--- config.mk ---
export PLATFORM = sky130hd
export DESIGN_NAME = aes128_ctrl
export DESIGN_NICKNAME = d
export VERILOG_FILES = /design/src/design/aes128_pkg.sv /design/src/design/aes128_ctrl.sv
export SDC_FILE = /design/constraint.sdc
export NUM_CORES = 1
export LEC_CHECK = 0
export CAP_MARGIN = 0
export CORE_AREA = 2 2 58 60
export CTS_BUF_LIST = sky130_fd_sc_hd__clkbuf_8
export CTS_CLUSTER_SIZE = 25
export DETAILED_ROUTE_END_ITERATION = 12
export DIE_AREA = 0 0 60 62
export DONT_BUFFER_PORTS = 1
export HOLD_SLACK_MARGIN = 0.02
export PLACE_DENSITY = 0.35
export SYNTH_ARGS = -nofsm -noshare
export SYNTH_HDL_FRONTEND = slang
export SYNTH_SLANG_ARGS = --single-unit
export TNS_END_PERCENT = 1
--- constraint.sdc ---
create_clock -name clk -period 1.8 [get_ports clk]
set_clock_uncertainty 0.1 [all_clocks]
set_input_delay 0.18 -clock clk [delete_from_list [all_inputs] [get_ports clk]]
set_output_delay 0.18 -clock clk [all_outputs]
set_load 0.05 [all_outputs]
--- src/design/aes128_pkg.sv ---
`default_nettype none
package aes128_pkg;
	localparam int NUM_RKEYS = 11;
	localparam int LAST_KEY = 10;
	localparam int KEY_ENTRIES = 2 * NUM_RKEYS;
	localparam int KEY_AW = $clog2(NUM_RKEYS);
	localparam int RND_W = 4;

	localparam logic [1:0] CMD_LOAD = 2'd0;
	localparam logic [1:0] CMD_ENC = 2'd1;
	localparam logic [1:0] CMD_DEC = 2'd2;

	typedef struct packed {
		logic [1:0] command;
		logic [3:0] key_round;
		logic key_half;
		logic [63:0] data_high;
		logic [63:0] data_low;
	} aes128_in_t;

	typedef struct packed {
		logic [63:0] result_high;
		logic [63:0] result_low;
	} aes128_out_t;

	// Commands from the controller to the datapath.
	typedef struct packed {
		logic load_block;  // take the input block into the state register
		logic key_write;   // write one key half
		logic key_read;    // read both halves of the key for key_rnd
		logic [RND_W-1:0] key_rnd;
		logic do_round;    // apply one round using the key read last cycle
		logic last_mix;    // this round omits MixColumns
		logic final_xor;   // apply the last key only
		logic inverse;
	} aes128_cmd_t;

	localparam logic [7:0] SBOX [256] = '{
	8'h63,8'h7c,8'h77,8'h7b,8'hf2,8'h6b,8'h6f,8'hc5,8'h30,8'h01,8'h67,8'h2b,8'hfe,8'hd7,8'hab,8'h76,
	8'hca,8'h82,8'hc9,8'h7d,8'hfa,8'h59,8'h47,8'hf0,8'had,8'hd4,8'ha2,8'haf,8'h9c,8'ha4,8'h72,8'hc0,
	8'hb7,8'hfd,8'h93,8'h26,8'h36,8'h3f,8'hf7,8'hcc,8'h34,8'ha5,8'he5,8'hf1,8'h71,8'hd8,8'h31,8'h15,
	8'h04,8'hc7,8'h23,8'hc3,8'h18,8'h96,8'h05,8'h9a,8'h07,8'h12,8'h80,8'he2,8'heb,8'h27,8'hb2,8'h75,
	8'h09,8'h83,8'h2c,8'h1a,8'h1b,8'h6e,8'h5a,8'ha0,8'h52,8'h3b,8'hd6,8'hb3,8'h29,8'he3,8'h2f,8'h84,
	8'h53,8'hd1,8'h00,8'hed,8'h20,8'hfc,8'hb1,8'h5b,8'h6a,8'hcb,8'hbe,8'h39,8'h4a,8'h4c,8'h58,8'hcf,
	8'hd0,8'hef,8'haa,8'hfb,8'h43,8'h4d,8'h33,8'h85,8'h45,8'hf9,8'h02,8'h7f,8'h50,8'h3c,8'h9f,8'ha8,
	8'h51,8'ha3,8'h40,8'h8f,8'h92,8'h9d,8'h38,8'hf5,8'hbc,8'hb6,8'hda,8'h21,8'h10,8'hff,8'hf3,8'hd2,
	8'hcd,8'h0c,8'h13,8'hec,8'h5f,8'h97,8'h44,8'h17,8'hc4,8'ha7,8'h7e,8'h3d,8'h64,8'h5d,8'h19,8'h73,
	8'h60,8'h81,8'h4f,8'hdc,8'h22,8'h2a,8'h90,8'h88,8'h46,8'hee,8'hb8,8'h14,8'hde,8'h5e,8'h0b,8'hdb,
	8'he0,8'h32,8'h3a,8'h0a,8'h49,8'h06,8'h24,8'h5c,8'hc2,8'hd3,8'hac,8'h62,8'h91,8'h95,8'he4,8'h79,
	8'he7,8'hc8,8'h37,8'h6d,8'h8d,8'hd5,8'h4e,8'ha9,8'h6c,8'h56,8'hf4,8'hea,8'h65,8'h7a,8'hae,8'h08,
	8'hba,8'h78,8'h25,8'h2e,8'h1c,8'ha6,8'hb4,8'hc6,8'he8,8'hdd,8'h74,8'h1f,8'h4b,8'hbd,8'h8b,8'h8a,
	8'h70,8'h3e,8'hb5,8'h66,8'h48,8'h03,8'hf6,8'h0e,8'h61,8'h35,8'h57,8'hb9,8'h86,8'hc1,8'h1d,8'h9e,
	8'he1,8'hf8,8'h98,8'h11,8'h69,8'hd9,8'h8e,8'h94,8'h9b,8'h1e,8'h87,8'he9,8'hce,8'h55,8'h28,8'hdf,
	8'h8c,8'ha1,8'h89,8'h0d,8'hbf,8'he6,8'h42,8'h68,8'h41,8'h99,8'h2d,8'h0f,8'hb0,8'h54,8'hbb,8'h16};

	localparam logic [7:0] INV_SBOX [256] = '{
	8'h52,8'h09,8'h6a,8'hd5,8'h30,8'h36,8'ha5,8'h38,8'hbf,8'h40,8'ha3,8'h9e,8'h81,8'hf3,8'hd7,8'hfb,
	8'h7c,8'he3,8'h39,8'h82,8'h9b,8'h2f,8'hff,8'h87,8'h34,8'h8e,8'h43,8'h44,8'hc4,8'hde,8'he9,8'hcb,
	8'h54,8'h7b,8'h94,8'h32,8'ha6,8'hc2,8'h23,8'h3d,8'hee,8'h4c,8'h95,8'h0b,8'h42,8'hfa,8'hc3,8'h4e,
	8'h08,8'h2e,8'ha1,8'h66,8'h28,8'hd9,8'h24,8'hb2,8'h76,8'h5b,8'ha2,8'h49,8'h6d,8'h8b,8'hd1,8'h25,
	8'h72,8'hf8,8'hf6,8'h64,8'h86,8'h68,8'h98,8'h16,8'hd4,8'ha4,8'h5c,8'hcc,8'h5d,8'h65,8'hb6,8'h92,
	8'h6c,8'h70,8'h48,8'h50,8'hfd,8'hed,8'hb9,8'hda,8'h5e,8'h15,8'h46,8'h57,8'ha7,8'h8d,8'h9d,8'h84,
	8'h90,8'hd8,8'hab,8'h00,8'h8c,8'hbc,8'hd3,8'h0a,8'hf7,8'he4,8'h58,8'h05,8'hb8,8'hb3,8'h45,8'h06,
	8'hd0,8'h2c,8'h1e,8'h8f,8'hca,8'h3f,8'h0f,8'h02,8'hc1,8'haf,8'hbd,8'h03,8'h01,8'h13,8'h8a,8'h6b,
	8'h3a,8'h91,8'h11,8'h41,8'h4f,8'h67,8'hdc,8'hea,8'h97,8'hf2,8'hcf,8'hce,8'hf0,8'hb4,8'he6,8'h73,
	8'h96,8'hac,8'h74,8'h22,8'he7,8'had,8'h35,8'h85,8'he2,8'hf9,8'h37,8'he8,8'h1c,8'h75,8'hdf,8'h6e,
	8'h47,8'hf1,8'h1a,8'h71,8'h1d,8'h29,8'hc5,8'h89,8'h6f,8'hb7,8'h62,8'h0e,8'haa,8'h18,8'hbe,8'h1b,
	8'hfc,8'h56,8'h3e,8'h4b,8'hc6,8'hd2,8'h79,8'h20,8'h9a,8'hdb,8'hc0,8'hfe,8'h78,8'hcd,8'h5a,8'hf4,
	8'h1f,8'hdd,8'ha8,8'h33,8'h88,8'h07,8'hc7,8'h31,8'hb1,8'h12,8'h10,8'h59,8'h27,8'h80,8'hec,8'h5f,
	8'h60,8'h51,8'h7f,8'ha9,8'h19,8'hb5,8'h4a,8'h0d,8'h2d,8'he5,8'h7a,8'h9f,8'h93,8'hc9,8'h9c,8'hef,
	8'ha0,8'he0,8'h3b,8'h4d,8'hae,8'h2a,8'hf5,8'hb0,8'hc8,8'heb,8'hbb,8'h3c,8'h83,8'h53,8'h99,8'h61,
	8'h17,8'h2b,8'h04,8'h7e,8'hba,8'h77,8'hd6,8'h26,8'he1,8'h69,8'h14,8'h63,8'h55,8'h21,8'h0c,8'h7d};

	function automatic logic [7:0] xtime(input logic [7:0] b);
		xtime = {b[6:0], 1'b0} ^ (b[7] ? 8'h1b : 8'h00);
	endfunction
endpackage
`default_nettype wire

--- src/design/aes128_ctrl.sv ---
`default_nettype none
module aes128_ctrl (
	input wire logic clk,
	input wire logic arst_n,
	input wire logic in_valid,
	output logic in_ready,
	input wire aes128_pkg::aes128_in_t din,
	output logic out_valid,
	input wire logic out_ready,
	output aes128_pkg::aes128_cmd_t cmd
);
	import aes128_pkg::*;

	localparam logic [1:0] ST_IDLE = 2'd0;
	localparam logic [1:0] ST_RUN = 2'd1;
	localparam logic [1:0] ST_DONE = 2'd2;

	logic [1:0] state_q;
	logic [RND_W-1:0] rnd_q;
	logic inv_q;
	logic acc;
	logic is_cipher;

	assign in_ready = (state_q == ST_IDLE) || (state_q == ST_DONE && out_ready);
	assign out_valid = (state_q == ST_DONE);
	assign acc = in_valid && in_ready;
	assign is_cipher = (din.command == CMD_ENC) || (din.command == CMD_DEC);

	always_comb begin
		cmd = '0;
		cmd.inverse = inv_q;
		cmd.key_write = acc && din.command == CMD_LOAD
			&& din.key_round < RND_W'(NUM_RKEYS);
		cmd.load_block = acc && is_cipher;
		cmd.key_read = 1'b1;
		cmd.key_rnd = cmd.load_block ? '0 : rnd_q + 1'b1;
		if (state_q == ST_RUN) begin
			cmd.do_round = (rnd_q != RND_W'(LAST_KEY));
			cmd.last_mix = (rnd_q == RND_W'(LAST_KEY - 1));
			cmd.final_xor = (rnd_q == RND_W'(LAST_KEY));
		end
	end

	always_ff @(posedge clk or negedge arst_n) begin
		if (!arst_n) begin
			state_q <= ST_IDLE;
			rnd_q <= '0;
			inv_q <= 1'b0;
		end else begin
			unique case (state_q) inside
				ST_IDLE, ST_DONE: begin
					if (state_q == ST_DONE && out_ready) begin
						state_q <= ST_IDLE;
					end
					if (acc && is_cipher) begin
						state_q <= ST_RUN;
						rnd_q <= '0;
						inv_q <= (din.command == CMD_DEC);
					end
				end
				ST_RUN: begin
					rnd_q <= rnd_q + 1'b1;
					if (rnd_q == RND_W'(LAST_KEY)) begin
						state_q <= ST_DONE;
					end
				end
				default: state_q <= ST_IDLE;
			endcase
		end
	end
endmodule
`default_nettype wire

Word-level counts from Yosys, hierarchy flattened
Index checks and enable logic that the tools add are counted.

$add $sub $neg: 1. $mul: 0. Divide/modulo/power cells: 0. $lt $le $gt $ge: 1. Equal/unequal tests: 10. Shift-type cells: 0. Muxes and demuxes: 8. Bitwise gates (word level): 0. Reductions and logical operators: 14.

Operators by type and width (count): $eq A4 B4 Y1 const B (2); $mux W4 (2); $pmux W4 S2 (1); $mux W2 (3); $reduce_and A2 Y1 (3); $logic_and A1 B1 Y1 (5); $add A4 B1 Y4 const B (1); $eq A2 B1 Y1 const B (2); $eq A2 B2 Y1 const B (2); $logic_not A2 Y1 (2); $lt A4 B4 Y1 const B (1); $ne A4 B4 Y1 const B (1); $pmux W2 S2 (1); $mux W3 (1); $ne A3 B3 Y1 const B (1); $logic_or A1 B1 Y1 (2); $ne A2 B1 Y1 const B (1); $ne A2 B2 Y1 const B (1); $reduce_bool A2 Y1 (1); $reduce_or A2 Y1 (1).

Flip-flop bits (word level): 7. Bits in latches: 0. Bits in writable memories: 0. ROM bits: 0. Bits of input ports: 139. Output and inout bits: 13. Word-level logic and storage cells: 37. Memories: 0.

Depth between registers and ports, before layout
Gate-level depths: netlist (run 1).

Depth after elaboration: 7. Mapped depth: 5. Gate-level depth less buffers: 5.

Worst setup path before layout (run 1)
Ideal clock, no wire load.

Kind: reg-to-output. Start: reg state_q[1]. End: out cmd[9] (netlist bit). Data arrival time: 1798 ps. Data required time: 1520 ps. Path slack: -278 ps. Stages on the path, launching flop included: 4. Cells stage by stage: dfrtp_1 -> nor2b_4 -> nor2_1 -> o2111a_1.

RTL lines: start: declaration (line aes128_ctrl.sv:18) `logic [1:0] state_q;`; start signal: assignment (line aes128_ctrl.sv:46) `state_q <= ST_IDLE;`; start signal: assignment (line aes128_ctrl.sv:53) `state_q <= ST_IDLE;`; start signal: assignment (line aes128_ctrl.sv:56) `state_q <= ST_RUN;`; end: declaration (line aes128_ctrl.sv:10) `output aes128_pkg::aes128_cmd_t cmd`.

==> flow_summary.toml, run 1 <==
[run_status]
status = "finished, final reports clean"

[final_layout]
nets = 220
drive_above_1_share_pct = 41.3
instances_no_fill = 121
area_growth_pct = 53.5
diodes = 0

[yosys]
synth-seq-cells = 7
async_flop_share_pct = 100
synth_top_flop_cell = "dfrtp_1"
synth_fp_nets = 201
yosysSeqAreaShare_pct = 33.6
syn_area_sq_um = 522
synth.area.top_cells = "dfrtp_1 (34%), ha_1 (12%), nor4bb_4 (4.8%), inv_1 (4.3%), nor2_1 (4.3%)"
synthCells = 57
yosys.area.top_type = "dfrtp_1"
ys_types = 28
synth_warnings = 0
syn_avg_cell_area_sq_um = 9.15
synth_top_area_share_pct = 33.6
synth-edff-count = 0

[worst_setup_path]
worstPathMaxFanout = 5
r2r_end = "inv_q$_DFFE_PN0P_"
r2r-start = "state_q[1]$_DFFE_PN0P_"
cp_data_arrival_time_ns = 1.49
cp_data_required_time_ns = 1.52
rrSetupSlack_ns = 0.22
end_kind = "output pin"
critPathLaunchType = "register"
ff2ff_path_depth = 4
crit_type = "register to output pin"

[detailed_routing]
route.top_layer_used = "met4"
wl_per_cell_um = 9.83
firstDrtPassIters = 2
drt-total-wl_mm = 1.19
dr_wl_met3_um = 92
met1_length_um = 538
drt_iter0_markers = 8
vias = 431
wl_met2_um = 546
drc = 0
via_per_inst = 3.56
drt.antenna.violating_nets = 0

[global_route]
grt_pass1_wl_mm = 2.06
grt_usage_pct = 7.71
grt_max_degree = 8
antenna_found_initial = 0
grt_overflow = 0
grt_pass1_vias = 480

[min_path]
hold-path-endpoint = "inv_q$_DFFE_PN0P_"
min_path_cells = 2
worstHoldStart = "din[134]"
hold_path_class = "primary input to register"

[sta]
holdWs_ns = 0.138
drv_slew = 0
fmax_mhz = 566
timing.final.crit_share_pct = 98.2
hold_viol = 0
finalCriticalPeriod_ns = 1.77
grt_setup_unrepaired = "yes"
setup_viol = 0
setup_ws_ns = 0.0328

[pwr]
power.density_nw_per_um2 = 1970
vdd_ir_drop_max_v = 0.000404
finalPower_mw = 1.58
p_leak_nw = 0.380

[clocking]
htreeDepth = 1
cts_tree = "yes"
clock_sinks = 7
path_clk_slew_ns = 0.04
root_buffer = "clkbuf_8"
clk_latency_ns = 0.23
cts_buffers = 3
cts_buffer_depth = 2

[die]
die_y_um = 62
core_area_sq_um = 3180
rows = 21
die-area_sq_um = 3720
die_w_um = 60
pin_count = 152
initial_core_util_pct = 16.4

[placement]
portBuffers = 0
place_congestion = 0.683
dpl.cell_count = 113
pre_cts_slack_ns = 0.183
hpwl_um = 996

[flow_run]
cap_violations = 0
==> flip-flops by register name, summed over array words and instances, names as in the netlist <==
signal   count
rnd_q        4
inv_q        1
state_q      2
==> per-stage QoR <==
step           TNS [ns]  cell area [sq um]  utilization (%)
3_5_place_dp          0                686             21.6
6_report              0                801             25.2
5_1_grt          -0.216                801             25.2
2_1_floorplan  -0.00314                529                -
3_3_place_gp          0                686             21.6
4_1_cts         -0.0763                777             24.4
==> placed cells by master (no fill, tap or decap), types with 2 or more instances in the layout <==
cell and count:
o21ai_0 2, buf_6 5, inv_1 7, nand2_1 5, dfrtp_1 6, dlygate4sd3_1 2
nor2b_1 3, ha_1 5, buf_12 2, buf_4 9, clkbuf_8 3, nor2_2 4
o22ai_1 2
==> synthesized netlist by cell type, types with 2 or more instances <==
library cell,instances
nor2b_1,3
dfrtp_1,7
o21ai_0,2
ha_1,5
nand2_1,5
nor2_1,6
inv_1,6
o22ai_1,2
buf_4,2
==> per-layer routing <==
layer  vias up  global-route usage, %
met4         0                   3.81
met3         2                   2.90
li1        217                      -
met1       192                   9.28
met2        20                   12.1
met5         -                      0
==> report_power, final <==
| part | switching, mW | total [mW] | leakage (nW) | internal [mW] |
|---|---|---|---|---|
| clock | 0.0680 | 0.215 | 0.0269 | 0.147 |
| combinational | 0.608 | 1.01 | 0.267 | 0.405 |
| sequential | 0.121 | 0.347 | 0.0869 | 0.226 |
==> area by class of cell <==
class	instances	area, sq um
well taps	46	57.6
flip-flops and latches	7	176
clock buffers	3	41.3
fillers	362	2380
inverters	6	22.5
repair buffers	18	184
clock inverters	1	3.75
multi-input cells	40	315
==> worst max-delay path, stage by stage, from the launching register on <==
cell and delay (ns):
dfrtp_1 0.38, nor2b_4 0.14, nor4bb_4 0.35, buf_6 0.19
nor2_2 0.05, buf_6 0.15
==> logic make-up after synthesis <==
group                      share of synthesized area, %
adders and majority gates                          12.0
AOI/OAI and AO/OA                                  12.2
other                                             0.719
muxes                                              2.16
and+or+nand+nor                                    27.3
buffers and inverters                              10.3
xor gates and xnor gates                           1.68
DFF                                                33.6
==> worst max-delay path by stage <==
stage	slack (ns)	cells past startpoint	endpoint	start
floorplan	-0.003	3	cmd[9]	state_q[1]$_DFFE_PN0P_
global placement	0.18	5	cmd[4]	state_q[1]$_DFFE_PN0P_
detailed placement	0.18	5	cmd[4]	state_q[1]$_DFFE_PN0P_
CTS	-0.03	5	cmd[4]	state_q[1]$_DFFE_PN0P_
global route	-0.07	5	cmd[7]	state_q[1]$_DFFE_PN0P_
finish	0.03	5	cmd[7]	state_q[1]$_DFFE_PN0P_
==> repair_timing <==
item	CTS	global route
hold endpoints to repair	8	0
hold buffers	2	0
gates cloned	0	0
setup endpoints to repair	5	7
setup buffers	2	0
gates resized for setup	4	8
pin swaps	1	1
Power figures use the tool's default switching activity.
==> run 2, diff against run 1 <==
--- a/config.mk
+++ b/config.mk
@@ -8,12 +8,13 @@
 export CAP_MARGIN = 0
 export CORE_AREA = 2 2 58 60
 export CTS_BUF_LIST = sky130_fd_sc_hd__clkbuf_8
+export CTS_CLUSTER_DIAMETER = 100
 export CTS_CLUSTER_SIZE = 25
 export DETAILED_ROUTE_END_ITERATION = 12
 export DIE_AREA = 0 0 60 62
 export DONT_BUFFER_PORTS = 1
 export HOLD_SLACK_MARGIN = 0.02
-export PLACE_DENSITY = 0.35
+export PLACE_DENSITY = 0.42
 export SYNTH_ARGS = -nofsm -noshare
 export SYNTH_HDL_FRONTEND = slang
 export SYNTH_SLANG_ARGS = --single-unit
==> flow_summary.toml, run 2 (synthesis results as in run 1) <==
[sta]
setup_ws_ns = 0.0229
setup_viol = 0
hold_viol = 0
finalCriticalPeriod_ns = 1.78
fmax_mhz = 563
grt_setup_unrepaired = "yes"
drv_slew = 0
timing.final.crit_share_pct = 98.7

[die]
core_area_sq_um = 3180
die_w_um = 60
die-area_sq_um = 3720
rows = 21
initial_core_util_pct = 16.4
die_y_um = 62
pin_count = 152

[detailed_routing]
drt.antenna.violating_nets = 0
drt-total-wl_mm = 1.13
drc = 0
drt_iter0_markers = 3
firstDrtPassIters = 4
via_per_inst = 3.65
vias = 445
wl_per_cell_um = 9.29

[placement]
hpwl_um = 884
pre_cts_slack_ns = 0.153
place_area_sq_um = 683
place_congestion = 0.616
portBuffers = 0
dpl.cell_count = 111

[clocking]
clk_latency_ns = 0.23
clock_sinks = 7
cts_tree = "yes"
cts_buffer_depth = 2
path_clk_slew_ns = 0.04
htreeDepth = 1
root_buffer = "clkbuf_8"
cts_buffers = 3

[final_layout]
mostFrequentLayoutCell = "buf_4"
drive_above_1_share_pct = 40.8
fill_cells = 343
fin_area_sq_um = 818
largest_reg_flops = 4
reg_top3 = "rnd_q: 4 flops, state_q: 2 flops, inv_q: 1 flops"
final-seq-area_sq_um = 175
layout_common_cells = "buf_4 (8), inv_1 (7), dfrtp_1 (7)"
nets = 221
area_growth_pct = 56.8
diodes = 0
regMostFlops = "rnd_q"
instances_no_fill = 122
multi_input_area_sq_um = 310

[flow_run]
cap_violations = 0

[global_route]
grt_pass1_vias = 453
grt_pass1_wl_mm = 2.05
grt_usage_pct = 7.53
antenna_found_initial = 0
grt_max_degree = 10
grt_overflow = 0

[worst_setup_path]
crit_type = "register to output pin"
end_kind = "output pin"
worstPathMaxFanout = 7
cp_data_required_time_ns = 1.52
cp_data_arrival_time_ns = 1.50
critPathLaunchType = "register"

[pwr]
finalPower_mw = 1.60
p_leak_nw = 0.391
vdd_ir_drop_max_v = 0.000742
power.density_nw_per_um2 = 1960

[min_path]
hold_path_class = "primary input to register"

[run_status]
status = "finished, final reports clean"
[run 2: changes by cell type in the layout (fill, tap and decap cells not counted)]
cell / change
buf_12: +1
buf_4: -1
buf_6: +1
dfrtp_1: +1
dfrtp_2: -1
nand2b_1: -1
nand2b_2: +1
nor2_1: +1
nor2_4: -1
[run 2: layout make-up]
type	instances	area share, %
tap	46	7.03
timing repair buffer	19	25.4
inverter	6	2.75
sequential	7	21.4
clock buffer	3	5.05
multi-input combinational	40	37.9
clock inverter	1	0.459
[run 2: critical path, stage by stage (launching register included)]
cell	delay [ns]
dfrtp_1	0.38
nor2b_4	0.14
nor4bb_4	0.36
buf_6	0.19
nor2_2	0.05
buf_6	0.15
[run 2: final timing paths]
kind | startpoint | end | slack [ns] | depth (start not counted)
worst max-delay path | state_q[1]$_DFFE_PN0P_ | cmd[7] | 0.02 | 5
worst min-delay path | din[134] | inv_q$_DFFE_PN0P_ | 0.13 | 2
worst max register to register | state_q[1]$_DFFE_PN0P_ | inv_q$_DFFE_PN0P_ | 0.13 | 5
worst min register to register | rnd_q[2]$_DFFE_PN0P_ | rnd_q[2]$_DFFE_PN0P_ | 0.50 | 2
max in group asynchronous | arst_n | inv_q$_DFFE_PN0P_ | 1.16 | 1
min in group asynchronous | arst_n | rnd_q[3]$_DFFE_PN0P_ | 0.19 | 1
[run 2: power by group]
| group | internal [mW] | switching, mW |
|---|---|---|
| Clock | 0.147 | 0.0695 |
| Sequential | 0.224 | 0.123 |
| Combinational | 0.435 | 0.604 |
[run 2: through the flow]
stage	hold slack (ns)	TNS, ns	utilization [%]
4_1_cts	0.133	-0.0419	25.1
2_1_floorplan	-0.216	-0.00314	-
6_report	0.133	0	25.7
5_1_grt	0.141	-0.203	25.7
3_5_place_dp	-0.215	0	21.5
3_3_place_gp	-0.215	0	21.5
[run 2: repair_timing]
item	4_1_cts	5_1_grt
gates resized for setup	10	1
hold buffers	2	0
pin swaps	1	1
endpoints found under the hold margin	8	0
setup buffers	3	2
setup endpoints to repair	5	6
[run 2: per-layer routing]
metal / global-route usage (%) / vias up / routed length [um]
met5: 0 / - / 0
met4: 3.81 / 0 / 24
met3: 4.14 / 3 / 129
met2: 12.1 / 22 / 518
met1: 8.01 / 199 / 461
li1: - / 221 / -
==> run 3, diff against run 2 <==
--- a/config.mk
+++ b/config.mk
@@ -5,9 +5,9 @@
 export SDC_FILE = /design/constraint.sdc
 export NUM_CORES = 1
 export LEC_CHECK = 0
-export CAP_MARGIN = 0
+export CAP_MARGIN = 20
 export CORE_AREA = 2 2 58 60
-export CTS_BUF_LIST = sky130_fd_sc_hd__clkbuf_8
+export CTS_BUF_LIST = sky130_fd_sc_hd__clkbuf_4 sky130_fd_sc_hd__clkbuf_8 sky130_fd_sc_hd__clkbuf_16
 export CTS_CLUSTER_DIAMETER = 100
 export CTS_CLUSTER_SIZE = 25
 export DETAILED_ROUTE_END_ITERATION = 12
==> flow_summary.toml, run 3 (synthesis results as in run 1) <==
[run_status]
status = "complete, but fails checks"
violations = "negative setup slack"

[die]
die_w_um = 60
die-area_sq_um = 3720
core_area_sq_um = 3180
rows = 21
pin_count = 152
initial_core_util_pct = 16.4
die_y_um = 62

[clocking]
clock_sinks = 7
htreeDepth = 1
root_buffer = "clkbuf_4"
cts_tree = "yes"
clk_latency_ns = 0.25
path_clk_slew_ns = 0.05
cts_buffers = 3
cts_buffer_depth = 2

[pwr]
clockPowerShare_pct = 10.2
p_leak_nw = 0.376
switchingPower_uw = 779
p_seq_share_pct = 22.6
vdd_ir_drop_max_v = 0.000688
finalPower_mw = 1.53
pwr-share-comb_pct = 67.2
p_int_uw = 752
power.density_nw_per_um2 = 1940
swShare_pct = 50.9

[final_layout]
largest_reg_flops = 4
fill_cells = 345
mostFrequentLayoutCell = "buf_4"
layout_common_cells = "buf_4 (8), inv_1 (6), dfrtp_1 (6)"
diodes = 0
area_growth_pct = 51.6
regMostFlops = "rnd_q"
nets = 220
reg_top3 = "rnd_q: 4 flops, state_q: 2 flops, inv_q: 1 flops"
drive_above_1_share_pct = 41.3

[placement]
pre_cts_slack_ns = 0.153
hpwl_um = 884
portBuffers = 0
place_congestion = 0.616

[worst_setup_path]
cp_data_arrival_time_ns = 1.54
cp_data_required_time_ns = 1.52
crit_type = "register to output pin"
slowest_delay_ns = 0.39
slowest_stage = "dfrtp_1"
path_cells = "nor2b_4 -> nor4bb_4 -> buf_6 -> nor2_2 -> buf_6"
crit_top_cell = "buf_6"
end_kind = "output pin"
critPathLaunchType = "register"
crit_family = "simple AND/OR/NAND/NOR gates"
cp_num_buf_inv = 2
worstPathMaxFanout = 7

[detailed_routing]
vias = 430
drt.antenna.violating_nets = 0
drc = 0
drt-total-wl_mm = 1.09
firstDrtPassIters = 4
drt_iter0_markers = 4
wl_per_cell_um = 9.01
via_per_inst = 3.55

[sta]
setup_ws_ns = -0.0168
timing.final.crit_share_pct = 101
fmax_mhz = 550
tns_ns = -0.0414
hold_viol = 0
finalCriticalPeriod_ns = 1.82
grt_setup_unrepaired = "yes"
setup_viol = 4
drv_slew = 0

[global_route]
grt_max_degree = 10
grtUsageMet2_pct = 11.0
grt_overflow = 0
grt_pass1_vias = 438
grt_usage_pct = 6.92
antenna_found_initial = 0
grt_util_met1_pct = 7.88
grt_pass1_wl_mm = 1.93
use_met3_pct = 4.14
top_usage_layer = "met2"

[min_path]
hold_path_class = "primary input to register"

[flow_run]
cap_violations = 0
[run 3: through the flow]
stage          hold slack (ns)  util, %  cell area [sq um]  std cells
6_report                 0.113     24.9                791        121
5_1_grt                  0.110     24.9                791        121
4_1_cts                  0.107     24.4                774        119
3_5_place_dp            -0.215     21.5                683        111
3_3_place_gp            -0.215     21.5                683        111
2_1_floorplan           -0.216        -                529         57
[run 3: final cells by class]
type / count / area [sq um] / area share, %
Multi-Input combinational cell: 40 / 308 / 38.9
Timing Repair Buffer: 18 / 196 / 24.8
Sequential cell: 7 / 176 / 22.3
Tap cell: 46 / 57.6 / 7.28
Clock buffer: 4 / 30.0 / 3.80
Inverter: 6 / 22.5 / 2.85
[run 3: power by group through the flow]
stage	registers (mW)	clock network, mW	logic, mW
global placement	0.347	0	0.933
floorplan	0.293	0	0.708
CTS	0.347	0.164	1.03
global route	0.365	0.180	1.10
finish	0.346	0.157	1.03
detailed placement	0.347	0	0.944
[run 3: metal layers]
metal  wire length [um]  part of all wire (%)
met3                119                    11
met5                  0                     0
met1                466                    43
met2                504                    46
met4                  0                     0
[run 3: path summary, 6_finish.rpt]
path	cells past startpoint	to	start	slack [ns]
max	5	cmd[7]	state_q[1]$_DFFE_PN0P_	-0.02
min	2	inv_q$_DFFE_PN0P_	din[134]	0.11
max reg2reg	5	inv_q$_DFFE_PN0P_	state_q[1]$_DFFE_PN0P_	0.11
min reg2reg	2	rnd_q[2]$_DFFE_PN0P_	rnd_q[2]$_DFFE_PN0P_	0.51
max in group asynchronous	1	rnd_q[0]$_DFFE_PN0P_	arst_n	1.17
min in group asynchronous	1	rnd_q[3]$_DFFE_PN0P_	arst_n	0.17
[run 3: timing repair]
action	4_1_cts	5_1_grt
hold endpoints to repair	8	0
resized for setup	9	1
pin swaps	1	1
gates cloned	0	0
endpoints found under the setup margin	5	7
hold buffers	2	0
setup buffers	2	2
